`config.mk`:
```
export PLATFORM = sky130hd
export DESIGN_NAME = priority_periodic_task_dispatcher_core
export DESIGN_NICKNAME = d
export VERILOG_FILES = /design/src/ppd_pkg.sv /design/src/ppd_ram.sv /design/src/ppd_ctrl.sv /design/src/ppd_out.sv /design/src/priority_periodic_task_dispatcher_core.sv
export SDC_FILE = /design/constraint.sdc
export NUM_CORES = 1
export LEC_CHECK = 0
export BUFFER_PORTS_ARGS = -buffer_cell sky130_fd_sc_hd__buf_4
export CAP_MARGIN = 10
export CORE_MARGIN = 1.5
export CORE_UTILIZATION = 64
export DETAILED_ROUTE_END_ITERATION = 8
export HOLD_SLACK_MARGIN = 0.15
export PLACE_DENSITY = 0.88
export SKIP_LAST_GASP = 1
export SLEW_MARGIN = 20
export SYNTH_ARGS = -nofsm -noshare
export SYNTH_HDL_FRONTEND = slang
export SYNTH_SLANG_ARGS = --single-unit
export TNS_END_PERCENT = 5
```
`constraint.sdc`:
```
create_clock -name clock -period 12.6 [get_ports clock]
set_input_delay 1.26 -clock clock [delete_from_list [all_inputs] [get_ports clock]]
set_output_delay 1.26 -clock clock [all_outputs]
set_load 0.005 [all_outputs]
```
`src/ppd_pkg.sv`:
```
// Shared types and constants of the periodic task dispatcher
package ppd_pkg;

   localparam int TN_W        = 3;
   localparam int RATE_W      = 10;
   localparam int PRIO_W      = 8;
   localparam int ELAPSED_W   = 16;
   localparam int RES_CNT_W   = 4;
   localparam int MAX_RESULTS = 8;

   localparam logic [26:0]          PERIOD_BASE = 27'd1000;
   localparam logic [ELAPSED_W-1:0] COUNT_MAX   = 16'hFFFF;

   localparam logic [1:0] ACT_ADD     = 2'd0;
   localparam logic [1:0] ACT_ENABLE  = 2'd1;
   localparam logic [1:0] ACT_DISABLE = 2'd2;
   localparam logic [1:0] ACT_TICK    = 2'd3;

   localparam logic [1:0] ST_OK     = 2'd0;
   localparam logic [1:0] ST_FULL   = 2'd1;
   localparam logic [1:0] ST_ABSENT = 2'd2;

   typedef struct packed {
      logic [RATE_W-1:0]    rate;
      logic [PRIO_W-1:0]    prio;
      logic [ELAPSED_W-1:0] elapsed;
   } task_entry_type;

   typedef struct packed {
      logic [TN_W-1:0] task_id;
      logic            dispatched;
      logic [1:0]      status;
      logic            last;
   } rsp_type;

   typedef struct packed {
      logic    push;
      rsp_type data;
   } out_req_type;

endpackage

```
`src/ppd_ram.sv`:
```
// Generic simple dual-port RAM with registered read
module ppd_ram #(
   parameter int WIDTH = 8,
   parameter int DEPTH = 8
) (
   input  logic                     clock,
   input  logic                     wr_en,
   input  logic [$clog2(DEPTH)-1:0] wr_addr,
   input  logic [WIDTH-1:0]         wr_data,
   input  logic [$clog2(DEPTH)-1:0] rd_addr,
   output logic [WIDTH-1:0]         rd_data
);
   logic [WIDTH-1:0] mem_ff [DEPTH];
   logic [WIDTH-1:0] rd_data_ff;

   always_ff @(posedge clock) begin
      if (wr_en) begin
         mem_ff[wr_addr] <= wr_data;
      end
      rd_data_ff <= mem_ff[rd_addr];
   end

   assign rd_data = rd_data_ff;
endmodule

```
`src/ppd_ctrl.sv`:
```
// Sequencer: task table and dispatch list read-modify-write over two RAMs
module ppd_ctrl #(
   parameter int MAX_TASKS = 8,
   parameter int TICK_MS   = 1
) (
   input  logic                      clock,
   input  logic                      reset,
   input  logic                      req_valid,
   output logic                      req_ready,
   input  logic [1:0]                req_action,
   input  logic [ppd_pkg::TN_W-1:0]  req_task_number,
   input  logic [ppd_pkg::RATE_W-1:0] req_rate_hz,
   input  logic [ppd_pkg::PRIO_W-1:0] req_priority_req,
   input  logic                      req_start_enabled,
   input  logic                      csr_write_enable,
   input  logic                      csr_write_data,
   input  logic                      out_free,
   output ppd_pkg::out_req_type      out_req
);
   import ppd_pkg::*;

   localparam int IDX_W = $clog2(MAX_TASKS);
   localparam int CNT_W = $clog2(MAX_TASKS + 1);
   localparam int CW    = (CNT_W > TN_W) ? CNT_W : TN_W;
   localparam int TE_W  = $bits(task_entry_type);

   localparam logic [3:0] S_IDLE    = 4'd0;
   localparam logic [3:0] S_ADD_RD  = 4'd1;
   localparam logic [3:0] S_ADD_TK  = 4'd2;
   localparam logic [3:0] S_ADD_CMP = 4'd3;
   localparam logic [3:0] S_RESULT  = 4'd4;
   localparam logic [3:0] S_TK_RD   = 4'd5;
   localparam logic [3:0] S_TK_TK   = 4'd6;
   localparam logic [3:0] S_TK_EVAL = 4'd7;
   localparam logic [3:0] S_TK_FLSH = 4'd8;

   logic [3:0]           state_ff, state_in;
   logic [CNT_W-1:0]     n_ff, n_in;
   logic [CNT_W-1:0]     step_ff, step_in;
   logic [MAX_TASKS-1:0] en_ff, en_in;
   logic                 run_ff, run_in;
   logic                 pend_v_ff, pend_v_in;
   logic [IDX_W-1:0]     pend_id_ff, pend_id_in;
   logic [PRIO_W-1:0]    batch_prio_ff, batch_prio_in;
   logic                 stop_ff, stop_in;
   logic [RES_CNT_W-1:0] cnt_ff, cnt_in;
   logic [IDX_W-1:0]     ord_t_ff, ord_t_in;
   logic [PRIO_W-1:0]    prio_ff, prio_in;
   rsp_type              res_ff, res_in;

   logic             ord_we;
   logic [IDX_W-1:0] ord_waddr, ord_wdata, ord_raddr, ord_rdata;
   logic             tsk_we;
   logic [IDX_W-1:0] tsk_waddr, tsk_raddr;
   task_entry_type   tsk_wdata;
   logic [TE_W-1:0]  tsk_rdata;

   task_entry_type   entry;
   logic [CNT_W-1:0] stepm1;
   logic [16:0]      sum;
   logic [15:0]      c_new;
   logic [16:0]      cp1;
   logic [26:0]      prod;
   logic             due, conflict, batch_full, take;
   logic             accepted;

   ppd_ram #(.WIDTH(IDX_W), .DEPTH(MAX_TASKS)) u_order_ram (
      .clock   (clock),
      .wr_en   (ord_we),
      .wr_addr (ord_waddr),
      .wr_data (ord_wdata),
      .rd_addr (ord_raddr),
      .rd_data (ord_rdata)
   );

   ppd_ram #(.WIDTH(TE_W), .DEPTH(MAX_TASKS)) u_task_ram (
      .clock   (clock),
      .wr_en   (tsk_we),
      .wr_addr (tsk_waddr),
      .wr_data (tsk_wdata),
      .rd_addr (tsk_raddr),
      .rd_data (tsk_rdata)
   );

   assign req_ready = (state_ff == S_IDLE);
   assign accepted  = req_valid && req_ready;

   always_comb begin
      entry      = task_entry_type'(tsk_rdata);
      stepm1     = step_ff - CNT_W'(1);
      sum        = {1'b0, entry.elapsed} + 17'(TICK_MS);
      c_new      = sum[16] ? COUNT_MAX : sum[15:0];
      cp1        = {1'b0, c_new} + 17'd1;
      prod       = 27'(cp1) * 27'(entry.rate);
      due        = en_ff[ord_t_ff] && (entry.rate != '0) && (prod > PERIOD_BASE) && !stop_ff;
      conflict   = pend_v_ff && (entry.prio != batch_prio_ff);
      batch_full = (cnt_ff >= RES_CNT_W'(MAX_RESULTS));
      take       = due && !conflict && !batch_full;
   end

   always_comb begin
      state_in      = state_ff;
      n_in          = n_ff;
      step_in       = step_ff;
      en_in         = en_ff;
      run_in        = csr_write_enable ? csr_write_data : run_ff;
      pend_v_in     = pend_v_ff;
      pend_id_in    = pend_id_ff;
      batch_prio_in = batch_prio_ff;
      stop_in       = stop_ff;
      cnt_in        = cnt_ff;
      ord_t_in      = ord_t_ff;
      prio_in       = prio_ff;
      res_in        = res_ff;
      ord_we        = 1'b0;
      ord_waddr     = step_ff[IDX_W-1:0];
      ord_wdata     = n_ff[IDX_W-1:0];
      ord_raddr     = step_ff[IDX_W-1:0];
      tsk_we        = 1'b0;
      tsk_waddr     = ord_t_ff;
      tsk_wdata     = '{rate: entry.rate, prio: entry.prio, elapsed: c_new};
      tsk_raddr     = ord_t_ff;
      out_req       = '{push: 1'b0, data: res_ff};

      case (state_ff)
         S_IDLE: begin
            if (accepted) begin
               case (req_action)
                  ACT_ADD: begin
                     if (n_ff == CNT_W'(MAX_TASKS)) begin
                        res_in   = '{task_id: '0, dispatched: 1'b0, status: ST_FULL, last: 1'b1};
                        state_in = S_RESULT;
                     end else begin
                        tsk_we    = 1'b1;
                        tsk_waddr = n_ff[IDX_W-1:0];
                        tsk_wdata = '{rate: req_rate_hz, prio: req_priority_req, elapsed: '0};
                        en_in[n_ff[IDX_W-1:0]] = req_start_enabled;
                        prio_in   = req_priority_req;
                        step_in   = n_ff;
                        state_in  = S_ADD_RD;
                     end
                  end
                  ACT_ENABLE, ACT_DISABLE: begin
                     if (CW'(req_task_number) < CW'(n_ff)) begin
                        en_in[IDX_W'(req_task_number)] = (req_action == ACT_ENABLE);
                        res_in = '{task_id: req_task_number, dispatched: 1'b0,
                                   status: ST_OK, last: 1'b1};
                     end else begin
                        res_in = '{task_id: req_task_number, dispatched: 1'b0,
                                   status: ST_ABSENT, last: 1'b1};
                     end
                     state_in = S_RESULT;
                  end
                  default: begin
                     if (run_ff && (n_ff != '0)) begin
                        step_in   = '0;
                        cnt_in    = '0;
                        pend_v_in = 1'b0;
                        stop_in   = 1'b0;
                        state_in  = S_TK_RD;
                     end
                  end
               endcase
            end
         end
         S_ADD_RD: begin
            if (step_ff == '0) begin
               ord_we    = 1'b1;
               ord_waddr = '0;
               n_in      = n_ff + CNT_W'(1);
               res_in    = '{task_id: TN_W'(n_ff), dispatched: 1'b0, status: ST_OK, last: 1'b1};
               state_in  = S_RESULT;
            end else begin
               ord_raddr = stepm1[IDX_W-1:0];
               state_in  = S_ADD_TK;
            end
         end
         S_ADD_TK: begin
            tsk_raddr = ord_rdata;
            ord_t_in  = ord_rdata;
            state_in  = S_ADD_CMP;
         end
         S_ADD_CMP: begin
            ord_we = 1'b1;
            if (entry.prio >= prio_ff) begin
               ord_wdata = ord_t_ff;
               step_in   = stepm1;
               state_in  = S_ADD_RD;
            end else begin
               n_in     = n_ff + CNT_W'(1);
               res_in   = '{task_id: TN_W'(n_ff), dispatched: 1'b0, status: ST_OK, last: 1'b1};
               state_in = S_RESULT;
            end
         end
         S_RESULT: begin
            if (out_free) begin
               out_req.push = 1'b1;
               state_in     = S_IDLE;
            end
         end
         S_TK_RD: begin
            state_in = S_TK_TK;
         end
         S_TK_TK: begin
            tsk_raddr = ord_rdata;
            ord_t_in  = ord_rdata;
            state_in  = S_TK_EVAL;
         end
         S_TK_EVAL: begin
            if (!(take && pend_v_ff && !out_free)) begin
               tsk_we = 1'b1;
               if (take) begin
                  tsk_wdata.elapsed = '0;
                  if (pend_v_ff) begin
                     out_req = '{push: 1'b1, data: '{task_id: TN_W'(pend_id_ff),
                                 dispatched: 1'b1, status: ST_OK, last: 1'b0}};
                  end
                  pend_v_in     = 1'b1;
                  pend_id_in    = ord_t_ff;
                  batch_prio_in = entry.prio;
                  cnt_in        = cnt_ff + RES_CNT_W'(1);
               end else if (due) begin
                  stop_in = 1'b1;
               end
               step_in  = step_ff + CNT_W'(1);
               state_in = ((step_ff + CNT_W'(1)) == n_ff) ? S_TK_FLSH : S_TK_RD;
            end
         end
         S_TK_FLSH: begin
            if (!pend_v_ff) begin
               state_in = S_IDLE;
            end else if (out_free) begin
               out_req   = '{push: 1'b1, data: '{task_id: TN_W'(pend_id_ff),
                             dispatched: 1'b1, status: ST_OK, last: 1'b1}};
               pend_v_in = 1'b0;
               state_in  = S_IDLE;
            end
         end
         default: begin
            state_in = S_IDLE;
         end
      endcase
   end

   always_ff @(posedge clock) begin
      if (reset) begin
         state_ff  <= S_IDLE;
         n_ff      <= '0;
         en_ff     <= '0;
         run_ff    <= 1'b0;
         pend_v_ff <= 1'b0;
      end else begin
         state_ff  <= state_in;
         n_ff      <= n_in;
         en_ff     <= en_in;
         run_ff    <= run_in;
         pend_v_ff <= pend_v_in;
      end
      step_ff       <= step_in;
      pend_id_ff    <= pend_id_in;
      batch_prio_ff <= batch_prio_in;
      stop_ff       <= stop_in;
      cnt_ff        <= cnt_in;
      ord_t_ff      <= ord_t_in;
      prio_ff       <= prio_in;
      res_ff        <= res_in;
   end
endmodule

```
`src/ppd_out.sv`:
```
// Result output register between the sequencer and the response channel
module ppd_out (
   input  logic                     clock,
   input  logic                     reset,
   input  ppd_pkg::out_req_type     out_req,
   output logic                     out_free,
   output logic                     rsp_valid,
   input  logic                     rsp_ready,
   output logic [ppd_pkg::TN_W-1:0] rsp_task_id,
   output logic                     rsp_dispatched,
   output logic [1:0]               rsp_status,
   output logic                     rsp_last
);
   import ppd_pkg::*;

   logic    valid_ff, valid_in;
   rsp_type data_ff, data_in;

   assign out_free = !valid_ff || rsp_ready;

   always_comb begin
      valid_in = valid_ff;
      data_in  = data_ff;
      if (out_req.push) begin
         valid_in = 1'b1;
         data_in  = out_req.data;
      end else if (rsp_ready) begin
         valid_in = 1'b0;
      end
   end

   always_ff @(posedge clock) begin
      if (reset) begin
         valid_ff <= 1'b0;
      end else begin
         valid_ff <= valid_in;
      end
      data_ff <= data_in;
   end

   assign rsp_valid      = valid_ff;
   assign rsp_task_id    = data_ff.task_id;
   assign rsp_dispatched = data_ff.dispatched;
   assign rsp_status     = data_ff.status;
   assign rsp_last       = data_ff.last;
endmodule

```
`src/priority_periodic_task_dispatcher_core.sv`:
```
// Priority periodic task dispatcher, top level
//
// Request channel (req_*): one transfer is one command: add a task, enable or
// disable a task, or a time tick. Response channel (rsp_*): add, enable and
// disable return one transfer each; a tick returns one transfer per dispatched
// task, the final one flagged by rsp_last, or nothing when no task is due or
// csr_write_data last written was 0.
// Enable and disable pass from the request to the result state and then to
// the output register. Add and tick walk the dispatch list entry by entry:
// a read of the order RAM, a read of the task RAM, then compare and write
// back. req_ready is high only in the idle state, so a new request is taken
// only after the previous command is finished.
// Reset clears the installed count, enable bits, run bit and response valid;
// the table RAMs need no clearing pass.
// A stalled response holds its transfer; the sequencer pauses until the
// output register frees, and no result is dropped.
module priority_periodic_task_dispatcher_core #(
   parameter int MAX_TASKS = 8,
   parameter int TICK_MS   = 1
) (
   input  logic                       clock,
   input  logic                       reset,
   input  logic                       req_valid,
   output logic                       req_ready,
   input  logic [1:0]                 req_action,
   input  logic [ppd_pkg::TN_W-1:0]   req_task_number,
   input  logic [ppd_pkg::RATE_W-1:0] req_rate_hz,
   input  logic [ppd_pkg::PRIO_W-1:0] req_priority_req,
   input  logic                       req_start_enabled,
   output logic                       rsp_valid,
   input  logic                       rsp_ready,
   output logic [ppd_pkg::TN_W-1:0]   rsp_task_id,
   output logic                       rsp_dispatched,
   output logic [1:0]                 rsp_status,
   output logic                       rsp_last,
   input  logic                       csr_write_enable,
   input  logic                       csr_write_data
);
   import ppd_pkg::*;

   out_req_type out_req;
   logic        out_free;

   ppd_ctrl #(.MAX_TASKS(MAX_TASKS), .TICK_MS(TICK_MS)) u_ctrl (
      .clock             (clock),
      .reset             (reset),
      .req_valid         (req_valid),
      .req_ready         (req_ready),
      .req_action        (req_action),
      .req_task_number   (req_task_number),
      .req_rate_hz       (req_rate_hz),
      .req_priority_req  (req_priority_req),
      .req_start_enabled (req_start_enabled),
      .csr_write_enable  (csr_write_enable),
      .csr_write_data    (csr_write_data),
      .out_free          (out_free),
      .out_req           (out_req)
   );

   ppd_out u_out (
      .clock          (clock),
      .reset          (reset),
      .out_req        (out_req),
      .out_free       (out_free),
      .rsp_valid      (rsp_valid),
      .rsp_ready      (rsp_ready),
      .rsp_task_id    (rsp_task_id),
      .rsp_dispatched (rsp_dispatched),
      .rsp_status     (rsp_status),
      .rsp_last       (rsp_last)
   );
endmodule

```
==> results of run 1 <==
[layer usage]
metal	up-vias	global-route usage	wire length (µm)
met5	-	0	0
met4	0	0.163	2640
met3	217	0.0646	6170
met2	1176	0.530	28800
met1	8467	0.406	21800
li1	7685	-	-
[placed cells by master (no fill, tap or decap), types with 9 or more instances in the layout]
cell type,netlist,routed
a21o_1,15,15
a21oi_1,50,50
a311oi_1,10,10
a31oi_1,12,12
and2_1,95,95
and3_1,14,14
buf_4,3,61
clkbuf_1,91,9
clkbuf_16,0,39
dfxtp_1,59,59
edfxtp_1,336,336
fa_1,118,118
ha_1,84,84
inv_1,146,145
mux2_2,26,26
mux2i_1,21,17
nand2_1,457,457
nand2b_1,12,12
nand3_1,198,198
nand4_1,13,13
nor2_1,70,62
nor3_1,38,38
nor4_1,11,9
o21a_1,9,9
o21ai_0,93,93
o22ai_1,10,10
xnor2_1,34,34
xor2_1,17,17
[cell type report]
cell class | instances | share of cell area
clock buffers | 50 | 0.0412
clock inverters | 22 | 0.0101
inverters | 150 | 0.0225
multi-input cells | 1552 | 0.436
flip-flops and latches | 395 | 0.448
well taps | 461 | 0.0229
repair buffers | 62 | 0.0190
[worst min path at each step]
stage	depth (start not counted)	slack [ns]	endpoint	startpoint
finish	0	0.51	u_ctrl.batch_prio_ff[0]$_DFFE_PP_	u_ctrl.u_task_ram.rd_data[16]$_DFF_P_
detailed placement	2	0.51	u_ctrl.en_ff[4]$_SDFFE_PP0P_	u_ctrl.en_ff[4]$_SDFFE_PP0P_
global route	0	0.51	u_ctrl.batch_prio_ff[0]$_DFFE_PP_	u_ctrl.u_task_ram.rd_data[16]$_DFF_P_
floorplan	0	0.41	u_ctrl.pend_id_ff[1]$_DFFE_PP_	u_ctrl.ord_t_ff[1]$_DFF_P_
global placement	2	0.50	u_ctrl.en_ff[4]$_SDFFE_PP0P_	u_ctrl.en_ff[4]$_SDFFE_PP0P_
CTS	0	0.51	u_ctrl.batch_prio_ff[0]$_DFFE_PP_	u_ctrl.u_task_ram.rd_data[16]$_DFF_P_
[worst register-to-register path: cells and delay by family (launching register included)]
family                     cells  cell delay, ns
AOI/OAI and AO/OA              7            1.60
and+or+nand+nor               11            4.02
xor gates and xnor gates       1            0.48
buffers and inverters          5            0.77
adders and majority gates      8            3.65
DFF                            1            0.71
[state kept, by name (all words and copies together), names as in the netlist, 2 cells and up]
signal,flops
u_ctrl.batch_prio_ff,8
u_ctrl.cnt_ff,4
u_ctrl.en_ff,8
u_ctrl.n_ff,4
u_ctrl.ord_t_ff,3
u_ctrl.pend_id_ff,3
u_ctrl.prio_ff,8
u_ctrl.res_ff,5
u_ctrl.state_ff,4
u_ctrl.step_ff,4
u_ctrl.u_order_ram.mem_ff,24
u_ctrl.u_order_ram.rd_data,3
u_ctrl.u_task_ram.mem_ff,272
u_ctrl.u_task_ram.rd_data,34
u_out.rsp_status,2
u_out.rsp_task_id,3
[cells by family (layout without fill, tap and decap cells)]
logic type,Yosys count,in the layout,share of synthesized area
fa+ha+maj,202,202,0.148
xor+xnor,51,51,0.0193
compound gates,277,277,0.0779
mux,49,49,0.0237
buf+inv,265,284,0.0444
flops,395,395,0.487
simple gates,973,973,0.200
[stage by stage]
step	util	instance area, µm²	setup slack (ns)	hold WS (ns)	std cells
5_1_grt	0.707	25200	0.548	0.513	2692
6_report	0.707	25200	1.08	0.515	2692
2_1_floorplan	-	23100	2.50	0.406	2212
3_3_place_gp	0.669	23800	1.66	0.499	2618
3_5_place_dp	0.670	23800	1.25	0.511	2618
4_1_cts	0.706	25100	1.22	0.509	2690
==> out/qor.txt, run 1 <==
Sequential area share after synthesis: 0.487
Crit. Startpoint: u_ctrl.u_task_ram.rd_data[0]$_DFF_P_
Number of global-route vias before repair: 17,500
Synthesized Nets: 2,444
CP most frequent cell: fa_1
CTS Buf Count: 39
Post-CTS Hold Buffers: 0
Post-synth EDFFs: 336
Max Freq: 0.0868 GHz
FF-to-FF path depth: 32
First-pass GRT wire length: 92,100 µm
RSZ-0062 raised after global routing: false
Largest area contributor in the netlist: edfxtp_1
CTS H-tree lvls: 2
Worst r2r src: u_ctrl.u_task_ram.rd_data[0]$_DFF_P_
CTS sink count: 395
Fin. max-slew vios: 0
Async set-reset flop share out of synthesis: 0
Routed wire length per instance: 22.0 µm
Detailed Routing Iterations Pass 1: 6
CP Data Arrival Time: 11.76 ns
Post-Syn Area: 23,100 µm²
Synth warn: 0
Root buffer cell: clkbuf_16
Crit path time final: 11.52 ns
GRT Total Usage: 0.322
Core Region: 35,600 µm²
Most numerous cell in the Yosys netlist: nand2_1
Final setup fails: 0
Fin Setup TNS: 0 ns
Starting Density: 0.650
GR Overflow Total: 0
CTS clk-pin slew, worst paths: 0.07 ns
Final ANT Viol Nets: 0
Top FF cell, synth: edfxtp_1
Relative slew margins: 0.258
Worst Hold Class: reg2reg
Max clock buf depth: 3
Synth top area share: 0.436
Avg Vias per Cell: 6.52
Count of cell types in the netlist: 86
Worst slew pin tran: 1.10 ns
Final hold vios: 0
WP buf/inv: 5
Post-synth top cells: nand2_1, edfxtp_1, nand3_1, inv_1, fa_1
Post-DP HPWL: 38,000 µm
1st-iter DRT viols: 2,008
Crit Path Category: reg2reg
Seq cells post-synth: 395
DRC: 0
Crit end category: flop
Post-CTS Repair Setup Buffers: 0
Tcrit/Tclk final: 0.915
TritonCTS clock tree: built
Final Skew: 0.0322 ns
Antenna diodes: 0
Num ports: 39
CP Capture Point: u_ctrl.u_task_ram.mem_ff[6][1]$_DFFE_PP_
Crit Path Max Fanout: 22
Initial antenna violation count: 0
R2r setup slk: 1.08 ns
Routed via count: 17,500
Port bufs: 38
Site Rows: 69
Worst path required time: 12.84 ns
Fill cells: 2,327
Max-Cap Viols: 0
Reg-to-reg critical path endpoint: u_ctrl.u_task_ram.mem_ff[6][1]$_DFFE_PP_
Critical Path Source Type: flop
Pin count of the biggest net entering global routing: 104
Share of layout cells above drive strength 1: 0.0879
Ranking of synthesized cells by area: edfxtp_1, fa_1, nand2_1
Mapped Cells: 2,212
Die width: 193 µm
Fin nets: 2,432
Die ar.: 37,300 µm²
Die H: 193 µm
Status: complete, no violations
Master of the slowest instance on the critical path: dfxtp_1
Crit path depth: 32
Area Overhead vs Synth: 8.76%
Crit-path max cell delay: 0.71 ns
GP Congestion: 0.943
Mean Syn Cell Area: 10.5 µm²
Clock Latency Late Sink: 0.58 ns
Final wirelength: 59,400 µm
CP top delay family: simple AND/OR/NAND/NOR gates
FF/Latch Area: 11,300 µm²
Area of the multi-input gates: 11,000 µm²
Cts repair resizes: 0
Power of run 1 is not shown: default switching activity piles up to over one toggle a cycle in this logic, so the estimate is an artifact.
==> run 2: changes to the inputs <==
- ABC_AREA: unset -> 1
- CORE_UTILIZATION: 64 -> 69
- PLACE_DENSITY: 0.88 -> 0.93
- clock period: 12.6 -> 14.6 ns (I/O delays scaled with it)
==> run 2 against run 1 <==
Net effect:
- synthesized cell count rose by 13%
- area after synthesis fell by 0.65%
- utilization rose by 5.7 points
- critical endpoint is now u_ctrl.u_task_ram.mem_ff[4][28]$_DFFE_PP_
- largest cell class unchanged
==> out/qor.txt, run 2 <==
Crit. Startpoint: u_ctrl.u_task_ram.rd_data[0]$_DFF_P_
Core Region: 32,700 µm²
Ranking of synthesized cells by area: edfxtp_1, fa_1, nor2_1
CP top delay family: simple AND/OR/NAND/NOR gates
Largest register FFs: 272
R2r setup slk: 4.82 ns
Detailed Routing Iterations Pass 1: 9
Fin Setup TNS: 0 ns
Max Freq: 0.102 GHz
Crit Path Category: reg2reg
Hold_sp: u_ctrl.en_ff[4]$_SDFFE_PP0P_
WP buf/inv: 6
Most flops, register: u_ctrl.u_task_ram.mem_ff
Final setup fails: 0
Antenna diodes: 0
Master of the slowest instance on the critical path: nor2_4
Worst r2r src: u_ctrl.u_task_ram.rd_data[0]$_DFF_P_
Post-CTS Hold Buffers: 0
GRT Total Usage: 0.358
Starting Density: 0.703
RSZ-0062 raised after global routing: false
Post-DP HPWL: 40,400 µm
Fin nets: 2,737
CTS clk-pin slew, worst paths: 0.07 ns
Number of global-route vias before repair: 18,100
Crit Path Max Fanout: 34
Seq cells post-synth: 395
Worst slew pin tran: 1.25 ns
Max-Cap Viols: 0
First-pass GRT wire length: 94,200 µm
Most numerous cell in the Yosys netlist: nor2_1
Die ar.: 34,400 µm²
Root buffer cell: clkbuf_16
TritonCTS clock tree: built
Synth warn: 0
Status: complete, no violations
Die width: 186 µm
Synthesized Nets: 2,727
Final Skew: 0.0486 ns
Share of layout cells above drive strength 1: 0.0600
Die H: 186 µm
Num ports: 39
GP Congestion: 1.01
Post-CTS Repair Setup Buffers: 0
GR Overflow Total: 0
Crit end category: flop
Largest area contributor in the netlist: edfxtp_1
Final ANT Viol Nets: 0
Crit path time final: 9.78 ns
Pin count of the biggest net entering global routing: 105
Site Rows: 66
Max clock buf depth: 3
Synth top area share: 0.439
Post-Syn Area: 23,000 µm²
CTS sink count: 395
CTS H-tree lvls: 2
1st-iter DRT viols: 2,387
Most common cell after layout, fill and taps aside: nor2_1
Commonest non-fill, non-tap cells in the layout: nor2_1, nand2_1, edfxtp_1, inv_1, o21ai_0
Routed wire length per instance: 20.5 µm
Relative slew margins: 0.160
Avg Vias per Cell: 6.25
Port bufs: 38
Tcrit/Tclk final: 0.670
Mean Syn Cell Area: 9.21 µm²
DRC: 0
CP most frequent cell: nand2_1
Critical Path Source Type: flop
Post-synth top cells: nor2_1, nand2_1, edfxtp_1, inv_1, o21ai_0
Area Overhead vs Synth: 8.81%
CP Data Arrival Time: 9.93 ns
Crit-path max cell delay: 0.89 ns
Fin. max-slew vios: 0
Sequential area share after synthesis: 0.490
Final wirelength: 61,000 µm
Count of cell types in the netlist: 51
Worst Hold Class: reg2reg
Top FF cell, synth: edfxtp_1
Mapped Cells: 2,495
Cts repair resizes: 0
Worst path required time: 14.75 ns
Clock Latency Late Sink: 0.58 ns
Initial antenna violation count: 0
Final hold vios: 0
Async set-reset flop share out of synthesis: 0
Post-synth EDFFs: 336
Routed via count: 18,600
CTS Buf Count: 38
-- run 2: layout make-up --
| class | instances | area, µm² |
|---|---|---|
| clock buffers | 45 | 977 |
| well taps | 442 | 553 |
| repair buffers | 50 | 438 |
| multi-input cells | 1677 | 10200 |
| clock inverters | 24 | 279 |
| fillers | 2087 | 7690 |
| flip-flops and latches | 395 | 11300 |
| inverters | 343 | 1290 |
-- run 2: worst paths after layout --
path                                                to  cells past startpoint
min reg2reg               u_ctrl.en_ff[4]$_SDFFE_PP0P_                      2
min                       u_ctrl.en_ff[4]$_SDFFE_PP0P_                      2
max          u_ctrl.u_task_ram.mem_ff[4][28]$_DFFE_PP_                     41
max reg2reg  u_ctrl.u_task_ram.mem_ff[4][28]$_DFFE_PP_                     41
-- run 2: cell families after synthesis --
kind of cell | synth area share
AOI/OAI and AO/OA | 0.0915
and+or+nand+nor | 0.191
xor gates and xnor gates | 0.00909
buffers and inverters | 0.0697
DFF | 0.490
adders and majority gates | 0.149
-- run 2: metal layers --
| layer | up-vias | GRT usage | share of wire |
|---|---|---|---|
| met2 | 1307 | 0.597 | 0.48 |
| met1 | 8807 | 0.458 | 0.36 |
| met3 | 241 | 0.0777 | 0.11 |
| met4 | 0 | 0.150 | 0.045 |
| li1 | 8235 | - | - |
| met5 | - | 0 | 0 |
-- run 2: worst min-delay path, stage by stage, from the launching register on --
cell and delay (ns):
dfxtp_1 0.29, inv_1 0.06, a211oi_1 0.06
-- run 2: metrics by stage --
stage / hold slack [ns] / worst slack [ns] / area, µm² / cells / utilization
6_report: 0.466 / 4.82 / 25000 / 2976 / 0.765
5_1_grt: 0.490 / 4.10 / 25000 / 2976 / 0.765
4_1_cts: 0.468 / 4.81 / 24900 / 2971 / 0.762
3_5_place_dp: 0.458 / 4.94 / 23700 / 2902 / 0.723
3_3_place_gp: 0.448 / 5.43 / 23700 / 2902 / 0.723
2_1_floorplan: 0.424 / 5.83 / 23000 / 2495 / -
Power of run 2 is left out for the same reason.
